`config.mk`:
```
export PLATFORM = sky130hd
export DESIGN_NAME = deadline_timer_queue
export DESIGN_NICKNAME = d
export VERILOG_FILES = /design/src/hw/rtl/dtq_pkg.sv /design/src/hw/rtl/dtq_cell.sv /design/src/hw/rtl/deadline_timer_queue.sv
export SDC_FILE = /design/constraint.sdc
export NUM_CORES = 2
export LEC_CHECK = 0
export BUFFER_PORTS_ARGS = -buffer_cell sky130_fd_sc_hd__clkbuf_2
export CAP_MARGIN = 20
export CELL_PAD_IN_SITES_DETAIL_PLACEMENT = 0
export CELL_PAD_IN_SITES_GLOBAL_PLACEMENT = 1
export CORE_MARGIN = 4
export CORE_UTILIZATION = 30
export CTS_BUF_LIST = sky130_fd_sc_hd__clkbuf_2 sky130_fd_sc_hd__clkbuf_4 sky130_fd_sc_hd__clkbuf_8
export DETAILED_ROUTE_END_ITERATION = 10
export GPL_TIMING_DRIVEN = 0
export HOLD_SLACK_MARGIN = 0.02
export PLACE_DENSITY_LB_ADDON = 0.15
export SLEW_MARGIN = 20
export SYNTH_ARGS = -nofsm -noshare
export SYNTH_HDL_FRONTEND = slang
export SYNTH_SLANG_ARGS = --single-unit
export TNS_END_PERCENT = 20
```
`constraint.sdc`:
```
create_clock -name clock -period 6 [get_ports clock]
set_input_delay 0.3 -clock clock [delete_from_list [all_inputs] [get_ports clock]]
set_output_delay 0.3 -clock clock [all_outputs]
set_load 0.02 [all_outputs]
```
`src/hw/rtl/dtq_pkg.sv`:
```
// ============================================================================
// dtq_pkg: shared types and constants for the deadline timer queue
// Holds sizes, command and status codes, and the cell-to-cell record.
// ============================================================================
package dtq_pkg;

   localparam int Capacity   = 16;
   localparam int HandleBits = 16;
   localparam int SlotBits   = (Capacity > 1) ? $clog2(Capacity) : 1;
   localparam int TimeBits   = 48;
   localparam int RemainBits = 31;
   localparam int MaxResults = 16;

   localparam logic [TimeBits-1:0]   TimeMax   = {TimeBits{1'b1}};
   localparam logic [RemainBits-1:0] RemainMax = {RemainBits{1'b1}};

   typedef enum logic [1:0] {
      CMD_ADD    = 2'd0,
      CMD_CANCEL = 2'd1,
      CMD_QUERY  = 2'd2,
      CMD_EXPIRE = 2'd3
   } cmd_type;

   typedef enum logic [1:0] {
      ST_OK    = 2'd0,
      ST_FULL  = 2'd1,
      ST_EMPTY = 2'd2,
      ST_BADID = 2'd3
   } status_type;

   typedef enum logic [1:0] {
      S_IDLE = 2'd0,
      S_SCAN = 2'd1,
      S_EMIT = 2'd2
   } state_type;

   // Running best candidate handed from cell to cell during a scan
   typedef struct packed {
      logic                found;
      logic [SlotBits-1:0] slot;
      logic [TimeBits-1:0] deadline;
   } best_type;

   // Per-cell control from the sequencer
   typedef struct packed {
      logic                write;
      logic                clear;
      logic [SlotBits-1:0] slot;
   } cell_ctl_type;

endpackage

```
`src/hw/rtl/dtq_cell.sv`:
```
// ============================================================================
// dtq_cell: one timer slot
// Stores one deadline, handle and notify flag with a live bit, and folds its
// own entry into the running minimum that passes through the row.
// ============================================================================
module dtq_cell (
   input  logic                            clock,
   input  logic                            reset,
   input  logic [dtq_pkg::SlotBits-1:0]    my_slot,
   input  dtq_pkg::cell_ctl_type           ctl,
   input  logic [dtq_pkg::TimeBits-1:0]    wr_deadline,
   input  logic [dtq_pkg::HandleBits-1:0]  wr_handle,
   input  logic                            wr_notify,
   input  dtq_pkg::best_type               best_i,
   output dtq_pkg::best_type               best_o,
   output logic                            live,
   output logic [dtq_pkg::TimeBits-1:0]    deadline,
   output logic [dtq_pkg::HandleBits-1:0]  handle,
   output logic                            notify_flag
);
   import dtq_pkg::*;

   logic                  live_ff, live_in;
   logic [TimeBits-1:0]   deadline_ff;
   logic [HandleBits-1:0] handle_ff;
   logic                  notify_ff;
   logic                  hit;

   assign hit = (ctl.slot == my_slot);

   // Set on write, drop on clear
   always_comb begin
      live_in = live_ff;
      if (ctl.write && hit) live_in = 1'b1;
      else if (ctl.clear && hit) live_in = 1'b0;
   end

   always_ff @(posedge clock) begin
      if (reset) begin
         live_ff <= 1'b0;
      end else begin
         live_ff <= live_in;
      end
   end

   always_ff @(posedge clock) begin
      if (ctl.write && hit) begin
         deadline_ff <= wr_deadline;
         handle_ff   <= wr_handle;
         notify_ff   <= wr_notify;
      end
   end

   // Strict less keeps the lower slot on ties since slots pass in order
   always_comb begin
      best_o = best_i;
      if (live_ff && (!best_i.found || deadline_ff < best_i.deadline)) begin
         best_o.found    = 1'b1;
         best_o.slot     = my_slot;
         best_o.deadline = deadline_ff;
      end
   end

   assign live        = live_ff;
   assign deadline    = deadline_ff;
   assign handle      = handle_ff;
   assign notify_flag = notify_ff;

endmodule

```
`src/hw/rtl/deadline_timer_queue.sv`:
```
// ============================================================================
// deadline_timer_queue: fixed-capacity timer store with earliest-deadline scan
// Sequencer and a row of slot cells; the running minimum walks the row.
// ============================================================================
// Usage: raise start with req_* for one cycle while busy is low. Add, cancel
// and query answer with one rsp_strobe pulse carrying rsp_last; expire gives
// one pulse per due timer in deadline order (lower slot first on ties), up
// to 16, the final one with rsp_last, or a single empty pulse if nothing is due.
// Add and cancel answer in the cycle right after acceptance. Query and each
// expired timer take one scan of the whole row, then form the result in
// S_EMIT: the running minimum steps through one cell per cycle. The scan
// also counts the due timers, so the last pulse is known when it is shown.
// busy stays high until the last result of the transaction has been shown.
// The receiver cannot stall: every result is on the rsp_ ports for exactly
// one cycle. Reset clears all live flags, leaving the queue empty; the
// stored payload needs no clearing.
// ============================================================================
module deadline_timer_queue (
   input  logic                            clock,
   input  logic                            reset,
   input  logic                            start,
   output logic                            busy,
   input  logic [1:0]                      req_command,
   input  logic [47:0]                     req_now_ms,
   input  logic [31:0]                     req_timeout_ms,
   input  logic [15:0]                     req_conn_handle,
   input  logic                            req_notify,
   input  logic [3:0]                      req_slot_id,
   output logic                            rsp_strobe,
   output logic [1:0]                      rsp_status,
   output logic [3:0]                      rsp_new_slot,
   output logic [30:0]                     rsp_remaining_ms,
   output logic                            rsp_expired_valid,
   output logic [15:0]                     rsp_expired_handle,
   output logic                            rsp_expired_notify,
   output logic                            rsp_last
);
   import dtq_pkg::*;

   localparam int CntBits = $clog2(Capacity + 1);
   localparam int EmitBits = $clog2(MaxResults + 1);

   state_type state_ff, state_in;
   cmd_type   cmd_ff, cmd_in;
   logic [TimeBits-1:0]   now_ff;
   logic [CntBits-1:0]    pos_ff, pos_in;
   logic [CntBits-1:0]    due_ff, due_in;
   logic [EmitBits-1:0]   nemit_ff, nemit_in;
   best_type              acc_ff, acc_in;

   best_type              chain [Capacity];
   logic [Capacity-1:0]   live_v;
   logic [TimeBits-1:0]   dl_v [Capacity];
   logic [HandleBits-1:0] hdl_v [Capacity];
   logic [Capacity-1:0]   ntf_v;
   cell_ctl_type          ctl;
   logic [TimeBits-1:0]   wr_dl;
   logic [TimeBits:0]     dl_sum;

   logic                  accept;
   logic [SlotBits-1:0]   free_slot;
   logic                  any_free;
   logic                  slot_ok;

   // Response register
   logic                  rsp_v_ff, rsp_v_in;
   logic [1:0]            st_ff, st_in;
   logic [3:0]            ns_ff, ns_in;
   logic [RemainBits-1:0] rem_ff, rem_in;
   logic                  ev_ff, ev_in;
   logic [15:0]           eh_ff, eh_in;
   logic                  en_ff, en_in;
   logic                  last_ff, last_in;

   assign accept = start && !busy;

   // Lowest free slot (priority over live bits)
   always_comb begin
      free_slot = '0;
      any_free  = 1'b0;
      for (int i = Capacity - 1; i >= 0; i--) begin
         if (!live_v[i]) begin
            free_slot = SlotBits'(i);
            any_free  = 1'b1;
         end
      end
   end

   assign slot_ok = (32'(req_slot_id) < 32'(Capacity)) &&
                    live_v[SlotBits'(req_slot_id)];

   // Saturating deadline
   assign dl_sum = {1'b0, req_now_ms} + {{(TimeBits-32+1){1'b0}}, req_timeout_ms};
   assign wr_dl  = dl_sum[TimeBits] ? TimeMax : dl_sum[TimeBits-1:0];

   // Cell row; the scan feeds the register back through one cell a cycle
   genvar g;
   generate
      for (g = 0; g < Capacity; g++) begin : g_cell
         best_type b_in;
         assign b_in = (pos_ff[SlotBits-1:0] == SlotBits'(g)) ? acc_ff : '0;
         dtq_cell u_cell (
            .clock       (clock),
            .reset       (reset),
            .my_slot     (SlotBits'(g)),
            .ctl         (ctl),
            .wr_deadline (wr_dl),
            .wr_handle   (HandleBits'(req_conn_handle)),
            .wr_notify   (req_notify),
            .best_i      (b_in),
            .best_o      (chain[g]),
            .live        (live_v[g]),
            .deadline    (dl_v[g]),
            .handle      (hdl_v[g]),
            .notify_flag (ntf_v[g])
         );
      end
   endgenerate

   // Next state
   always_comb begin
      state_in = state_ff;
      case (state_ff)
         S_IDLE: begin
            if (accept && (req_command == CMD_QUERY || req_command == CMD_EXPIRE))
               state_in = S_SCAN;
         end
         S_SCAN: begin
            if (32'(pos_ff) == Capacity - 1) state_in = S_EMIT;
         end
         S_EMIT: begin
            if (cmd_ff == CMD_EXPIRE && acc_ff.found && acc_ff.deadline <= now_ff &&
                due_ff > CntBits'(1) && 32'(nemit_ff) + 1 < MaxResults)
               state_in = S_SCAN;
            else
               state_in = S_IDLE;
         end
         default: state_in = S_IDLE;
      endcase
   end

   // Datapath and outputs
   always_comb begin
      cmd_in   = cmd_ff;
      pos_in   = pos_ff;
      due_in   = due_ff;
      nemit_in = nemit_ff;
      acc_in   = acc_ff;
      ctl      = '0;
      rsp_v_in = 1'b0;
      st_in    = ST_OK;
      ns_in    = '0;
      rem_in   = '0;
      ev_in    = 1'b0;
      eh_in    = '0;
      en_in    = 1'b0;
      last_in  = 1'b1;
      case (state_ff)
         S_IDLE: begin
            if (accept) begin
               cmd_in   = cmd_type'(req_command);
               pos_in   = '0;
               due_in   = '0;
               nemit_in = '0;
               acc_in   = '0;
               case (cmd_type'(req_command))
                  CMD_ADD: begin
                     rsp_v_in = 1'b1;
                     if (any_free) begin
                        ctl.write = 1'b1;
                        ctl.slot  = free_slot;
                        ns_in     = 4'(free_slot);
                     end else begin
                        st_in = ST_FULL;
                     end
                  end
                  CMD_CANCEL: begin
                     rsp_v_in = 1'b1;
                     if (slot_ok) begin
                        ctl.clear = 1'b1;
                        ctl.slot  = SlotBits'(req_slot_id);
                     end else begin
                        st_in = ST_BADID;
                     end
                  end
                  default: ;
               endcase
            end
         end
         S_SCAN: begin
            acc_in = chain[pos_ff[SlotBits-1:0]];
            pos_in = pos_ff + 1'b1;
            // Count live timers already due
            if (live_v[pos_ff[SlotBits-1:0]] && dl_v[pos_ff[SlotBits-1:0]] <= now_ff)
               due_in = due_ff + 1'b1;
         end
         S_EMIT: begin
            rsp_v_in = 1'b1;
            pos_in   = '0;
            due_in   = '0;
            acc_in   = '0;
            if (cmd_ff == CMD_QUERY) begin
               if (!acc_ff.found) st_in = ST_EMPTY;
               else if (acc_ff.deadline > now_ff) begin
                  if (acc_ff.deadline - now_ff > {{(TimeBits-RemainBits){1'b0}}, RemainMax})
                     rem_in = RemainMax;
                  else
                     rem_in = RemainBits'(acc_ff.deadline - now_ff);
               end
            end else if (acc_ff.found && acc_ff.deadline <= now_ff) begin
               ctl.clear = 1'b1;
               ctl.slot  = acc_ff.slot;
               ev_in     = 1'b1;
               eh_in     = 16'(hdl_v[acc_ff.slot]);
               en_in     = ntf_v[acc_ff.slot];
               nemit_in  = nemit_ff + 1'b1;
               last_in   = (due_ff == CntBits'(1)) || !(32'(nemit_ff) + 1 < MaxResults);
            end else if (nemit_ff != '0) begin
               // Previous pulse already carried last
               rsp_v_in = 1'b0;
            end
         end
         default: ;
      endcase
   end

   always_ff @(posedge clock) begin
      if (reset) begin
         state_ff <= S_IDLE;
         rsp_v_ff <= 1'b0;
         pos_ff   <= '0;
         nemit_ff <= '0;
      end else begin
         state_ff <= state_in;
         rsp_v_ff <= rsp_v_in;
         pos_ff   <= pos_in;
         nemit_ff <= nemit_in;
      end
   end

   always_ff @(posedge clock) begin
      cmd_ff  <= cmd_in;
      acc_ff  <= acc_in;
      due_ff  <= due_in;
      st_ff   <= st_in;
      ns_ff   <= ns_in;
      rem_ff  <= rem_in;
      ev_ff   <= ev_in;
      eh_ff   <= eh_in;
      en_ff   <= en_in;
      last_ff <= last_in;
      if (accept) now_ff <= req_now_ms;
   end

   assign busy               = (state_ff != S_IDLE) || rsp_v_ff;
   assign rsp_strobe         = rsp_v_ff;
   assign rsp_status         = st_ff;
   assign rsp_new_slot       = ns_ff;
   assign rsp_remaining_ms   = rem_ff;
   assign rsp_expired_valid  = ev_ff;
   assign rsp_expired_handle = eh_ff;
   assign rsp_expired_notify = en_ff;
   assign rsp_last           = last_ff;

   // Protocol and state checks
   a_strobe_busy: assert property (@(posedge clock) disable iff (reset)
      rsp_strobe |-> busy);
   a_accept_idle: assert property (@(posedge clock) disable iff (reset)
      accept |-> state_ff == S_IDLE);
   a_state_legal: assert property (@(posedge clock) disable iff (reset)
      state_ff == S_IDLE || state_ff == S_SCAN || state_ff == S_EMIT);
   a_scan_pos: assert property (@(posedge clock) disable iff (reset)
      state_ff == S_SCAN |-> 32'(pos_ff) < Capacity);
   a_expired_ok: assert property (@(posedge clock) disable iff (reset)
      rsp_strobe && rsp_expired_valid |-> rsp_status == ST_OK);

endmodule
```
# [Yosys cells after proc, flatten, opt, wreduce, memory -nomap -nowiden]
# Cells that the tools add are included.
[classes] eq_ne=45 bitwise_logic=4 n_mux=151 n_reduce_logical=127 order_cmp=27 add_sub_neg=6
[ops] operator="two-way mux 53 bit" count=35
[ops] operator="< comparator 48 bit" count=16
[ops] operator="binary-select mux 53 bit (select 4 bit)" count=1
[ops] operator="binary-select mux 48 bit (select 4 bit)" count=1
[ops] operator="one-hot mux 53 bit (3 select lines)" count=1
[ops] operator="two-way mux 48 bit" count=3
[ops] operator="less-or-equal comparator 48 bit" count=2
[ops] operator="two-way mux 4 bit" count=17
[ops] operator="binary-select mux 16 bit (select 4 bit)" count=1
[ops] operator="== test 4 bit (second input constant)" count=16
[ops] operator="two-way mux 1 bit" count=63
[ops] operator="logical AND 1 bit" count=56
[ops] operator="adder 48 x 32 -> 49 bit" count=1
[ops] operator="greater-than comparator 48 x 31 -> 1 bit (second input constant)" count=1
[ops] operator="greater-than comparator 48 bit" count=1
[ops] operator="subtractor 48 bit" count=1
[ops] operator="nonzero test 2 bit" count=18
[ops] operator="two-way mux 5 bit" count=7
[ops] operator="== test 4 x 3 -> 1 bit (second input constant)" count=8
[ops] operator="two-way mux 16 bit" count=2
[ops] operator="two-way mux 31 bit" count=1
[ops] operator="one-hot mux 5 bit (3 select lines)" count=2
[ops] operator="one-hot mux 5 bit (2 select lines)" count=2
[ops] operator="logical OR 1 bit" count=19
[ops] operator="32 further kinds" count=85
[totals] wordCells=441 out_inout_bits=58 register_bits=1233 in_bits=106

# [Longest topological paths before layout]
[logic_depth] ltp_word=24 mapped_depth=27 mapped_depth_nobuf=16

# [Hierarchy]
# From an unflattened synthesis, not the netlist that was laid out.
[unflattened] hier_cells=8038 area_unflattened_um2=98025.3
[modules_own_cells] mod="dtq_cell (g_cell[0].u_cell ...)" instances=10 area_per_inst_um2=4100.2 cells_per_inst=303
[modules_own_cells] mod="deadline_timer_queue" instances=1 area_per_inst_um2=32632.5 cells_per_inst=3184
[modules_own_cells] mod="dtq_cell (g_cell[4].u_cell ...)" instances=6 area_per_inst_um2=4065.1 cells_per_inst=304

# [Worst setup path before layout]
# Ideal clock, no wire load.
[synth_timing] kind="register -> register" startpoint="register acc_ff[0] (netlist bit)" endpoint="register g_cell[14].u_cell.deadline_ff[0] (enable)" period_less_slack_ns=6.271 setup_ns=0.488 stages_incl_launch_ff=16 setup_slack_ns=-0.271 required_time_ns=5.512 n_path_buf=2 t_arrival_ns=5.783 path_cell_list="edfxtp_1 > buf_2 > inv_1 > ha_1 > inv_1 > fa_1 > nand3_1 > a21oi_1 > o311ai_0 > a21boi_1 > nor2_2 > o2111ai_4 > o22ai_1 > or3b_1 > buf_2 > nor2_1"
[synth_via] elab_chain_len=7
[synth_rtl] element="from (decl)" line="deadline_timer_queue.sv:49" rtl="best_type acc_ff, acc_in;"
[synth_rtl] element="from (signal assigned)" line="deadline_timer_queue.sv:243" rtl="acc_ff <= acc_in;"
[synth_rtl] element="less-or-equal comparator 48 bit" line="deadline_timer_queue.sv:210" rtl="end else if (acc_ff.found && acc_ff.deadline <= now_ff) begin"
[synth_rtl] element="logical AND 1 bit" line="deadline_timer_queue.sv:210"
[synth_rtl] element="two-way mux 5 bit" line="deadline_timer_queue.sv:210"
[synth_rtl] element="two-way mux 5 bit" line="deadline_timer_queue.sv:202" rtl="if (cmd_ff == CMD_QUERY) begin"
[synth_rtl] element="one-hot mux 5 bit (2 select lines)" line="deadline_timer_queue.sv:158" rtl="case (state_ff)"
[synth_rtl] element="== test 4 bit" line="dtq_cell.sv:29" rtl="assign hit = (ctl.slot == my_slot);"
[synth_rtl] element="logical AND 1 bit" line="dtq_cell.sv:47" rtl="if (ctl.write && hit) begin"
[synth_rtl] element="to (signal assigned)" line="dtq_cell.sv:48" rtl="deadline_ff <= wr_deadline;"
[synth_rtl] element="to (decl)" line="dtq_cell.sv:24" rtl="logic [TimeBits-1:0] deadline_ff;"
# No other way between the ends.
# A chain may end at the register's enable or synchronous reset.

# [Worst setup path in the final report]
[layout_timing] startpoint="register pos_ff[0]" endpoint="register acc_ff[9] (netlist bit), data pin"
[layout_via] elab_chain_len=10
[layout_rtl] element="from (decl)" line="deadline_timer_queue.sv:46" rtl="logic [CntBits-1:0] pos_ff, pos_in;"
[layout_rtl] element="from (signal assigned)" line="deadline_timer_queue.sv:236" rtl="pos_ff <= pos_in;"
[layout_rtl] element="== test 4 bit (tied with other cells)" line="deadline_timer_queue.sv:101" rtl="assign b_in = (pos_ff[SlotBits-1:0] == SlotBits'(g)) ? acc_ff : '0;"
[layout_rtl] element="two-way mux 53 bit" line="deadline_timer_queue.sv:101"
[layout_rtl] element="< comparator 48 bit / logical NOT 1 bit (equally long branches)" line="dtq_cell.sv:57" rtl="if (live_ff && (!best_i.found || deadline_ff < best_i.deadline)) begin"
[layout_rtl] element="logical OR 1 bit" line="dtq_cell.sv:57"
[layout_rtl] element="logical AND 1 bit" line="dtq_cell.sv:57"
[layout_rtl] element="two-way mux 53 bit" line="dtq_cell.sv:57"
[layout_rtl] element="binary-select mux 53 bit (select 4 bit) (*)" line="deadline_timer_queue.sv:191" rtl="acc_in = chain[pos_ff[SlotBits-1:0]];"
[layout_rtl] element="two-way mux 53 bit (not written as such) (*) (2 in a row)" line="deadline_timer_queue.sv:191"
[layout_rtl] element="one-hot mux 53 bit (3 select lines) (*)" line="deadline_timer_queue.sv:158"
# Mark *: on every way between the ends. The rest lies on a longest branch, timed or not. The select of a mux whose other input is x is not followed.

==> results by group <==
Yosys
  – Post-synthesis compound-gate area fraction: 17.77%
  – Adder-Cell Fraction of Synth Area: 12.95%
  – Most frequent cell after synthesis: nand2_1
  – Ys Warns: 0
  – Top-area cell type share of the netlist area: 39.98%
  – Synthesized area per cell: 10.52 um^2
  – Cell type with the highest aggregate area in the netlist: edfxtp_1
  – Synthesized instance count: 8,195
  – Distinct cells, synth: 104
  – Asr flop ratio synth: 0%
  – Synthesized Nets: 9,192
  – Top_reg_cell synth: edfxtp_1
  – Simple-Gate Fraction of Synth Area: 13.32%
  – Number of synthesized register bits: 1,233
  – Post-synth EDFFs: 1,148
  – Mux share of post-synthesis cell area: 9.695%
  – Top post-synthesis cells by area: edfxtp_1 (40%), ha_1 (13%), mux4_2 (8.8%)
  – Register area share after synthesis: 41.96%
  – Synth Area in XOR/XNOR: 0.6704%
  – Syn Std Cell Area: 86,220 um^2
  – Synth top cells by count: nand2_1 (1,279), edfxtp_1 (1,148), ha_1 (889)
  – Main combinational cell family by area after synthesis: compound AO/OA/AOI/OAI gates

Die
  – Io pins: 164
  – Die height: 544.1 um
  – CORE AREA: 285,700 um^2
  – Die width: 544.1 um
  – Row cnt: 196
  – Die footprint: 296,000 um^2
  – Initial Util: 30.18%

Outcome
  – Outcome: finished with violations
  – Failing checks: capacitance limit, slew limit, setup timing

STA
  – Final TNS setup: -27,730 ps
  – Worst clock skew: 149.0 ps
  – Fin crit share: 108.0%
  – Post-layout worst setup margin: -478.2 ps
  – Finish-stage setup viols: 203
  – Fin. Hold Viols: 0
  – Post-layout minimum cycle time: 6478 ps
  – Fmax: 154.4 MHz
  – Slew HR: -6.203%
  – Worst-Margin Slew: 1593 ps
  – Final count of pins violating max slew: 11
  – Unrepaired setup endpoints after global routing: true
  – Worst hold slack: 93.41 ps

Global route
  – First-pass GRT wire length: 867.4 mm
  – Largest net degree at the start of global routing: 49
  – Total gr overflow: 0
  – Total GRT Usage: 45.19%
  – Initial antenna violation count: 105
  – Vias in the first global route: 81,199

Detailed routing
  – Vias post-DR: 89,527
  – Drt pass-1 iters: 8
  – WL final: 694.5 mm
  – Avg WL per Cell: 52.38 um
  – Vias per inst: 6.753
  – Initial drt markers: 14,618
  – Drc violations: 0
  – Antenna-violating nets left: 0

Clock network
  – Clock sink count: 1,233
  – Skew-Pair Late Insertion Delay: 1140 ps
  – Clock-pin slew of the registers on the worst-case setup and hold paths: 60 ps
  – Root Driver: clkbuf_8
  – H-Tree Depth: 4
  – Max clock buf depth: 4
  – CTS tree: done
  – Total CTS buffers: 242

Power
  – Power, Total: 24.89 mW
  – Pwr per Cell Area: 218.0 nW/um^2
  – Peak supply drop: 0.2428 mV
  – Leakage Power: 39.29 nW

Layout
  – Nets: 10,194
  – Final Non-Filler Cells: 13,258
  – Layout cells sized above 1: 28.66%
  – Fin area: 114,200 um^2
  – Final core occ: 39.97%
  – Area growth from synthesis to final layout: 32.45%

Worst hold path
  – Hold Path Class: primary input to register

Placement
  – Dpl cell area: 95,850 um^2
  – Port buffer count: 162
  – Detail Placement HPWL: 551.1 mm
  – GPL Wtd Cong: 1.113
  – Dpl cells: 12,281
  – DP Worst Slack: -8396 ps

Setup path
  – CP Max Fanout: 8
  – Worst Setup Start Kind: register
  – WP data required: 6910 ps
  – Arrival time worst endpoint: 7390 ps
  – Setup CP Type: register to register
  – Kind of capture point of the worst setup path: register

Flow run
  – Max-cap violations: 1
[state kept, by name (all words and copies together) (netlist names)]
name / flops
rsp_status: 2
nemit_ff: 5
rsp_expired_notify: 1
pos_ff: 5
due_ff: 5
rsp_new_slot: 4
g_cell.u_cell.live: 16
state_ff: 2
rsp_last: 1
g_cell.u_cell.handle: 256
now_ff: 48
rsp_expired_handle: 16
rsp_remaining_ms: 31
cmd_ff: 2
g_cell.u_cell.notify_flag: 16
rsp_expired_valid: 1
g_cell.u_cell.deadline: 768
acc_ff: 53
rsp_strobe: 1
[where the power goes]
group | total, mW | leakage [nW] | switching, mW | internal, mW
logic | 4.91 | 25.3 | 3.54 | 1.37
clock network | 10.1 | 2.88 | 4.48 | 5.61
registers | 9.90 | 11.1 | 0.190 | 9.71
[kinds of logic after synthesis]
kind of cell	count (synthesis)
mux	409
compound gates	2270
flops	1233
fa+ha+maj	891
buf+inv	791
simple gates	2535
xor+xnor	66
[cell type report]
class | count | area [um^2]
antenna | 90 | 225.2
buffer | 592 | 5464
clock buffer | 351 | 4374
clock inverter | 102 | 1084
fill | 27748 | 171500
inverter | 183 | 737.0
multi-input combinational | 6172 | 52820
sequential | 1233 | 36180
tap | 3762 | 4707
timing repair buffer | 773 | 8606
[final timing paths]
check / startpoint / endpoint / slack, ps / depth (start not counted)
min: req_now_ms[46] / now_ff[46] / 90 / 2
max: pos_ff[0] / acc_ff[9] / -480 / 23
min reg2reg: pos_ff[4] / pos_ff[4] / 500 / 2
max reg2reg: pos_ff[0] / acc_ff[9] / -480 / 23
[timing repair]
item                       4_1_cts  5_1_grt
cloned                           6        9
hold endpoints to repair       441        0
hold buffers                   110        0
buffers inserted               223      113
setup endpoints to repair     1144      692
resized for setup             1387      591
pin swaps                      245      223
[per-layer routing]
layer  up-vias  GRT usage, %  share of wire (%)
met5         -             0               0.17
met4        49         34.54                9.4
met3      1755         16.15                 13
met2      7312         59.57                 38
met1     46014         59.59                 40
li1      34397             -                  -
[critical path: stages (launching register included)]
cell	delay (ps)
dfxtp_4	360
clkbuf_16	160
clkinvlp_4	250
clkbuf_16	240
ha_4	200
buf_12	120
and3b_4	250
clkbuf_16	170
clkbuf_16	180
clkbuf_16	180
nand2_2	70
ha_4	300
nand4_1	240
nor2_4	370
nand4b_1	600
a31oi_4	400
buf_12	180
a211oi_4	60
o22ai_4	380
clkbuf_16	270
buf_12	150
nand2_2	70
a2111oi_4	800
or4_1	220
[cell usage in the layout, fill, tap and decap left out, drive strengths merged, types with 38 or more instances in the layout]
cell type,instances
edfxtp,1148
a2111oi,50
a311oi,49
ha,889
a211oi,190
and3,38
nor4,48
o21ai,414
a221oi,114
diode,90
dfxtp,85
nor2b,49
dlygate4sd3,110
a31oi,66
nand3,217
a21o,101
mux4,337
mux2,39
buf,686
a221o,62
a21oi,629
nand2,1279
inv,186
clkbuf,913
o2111ai,40
nand4,161
nor2,423
o211ai,117
o22ai,49
clkinv,72
and2,41
and4,39
nor3,96
(Power assumes the default switching activity.)
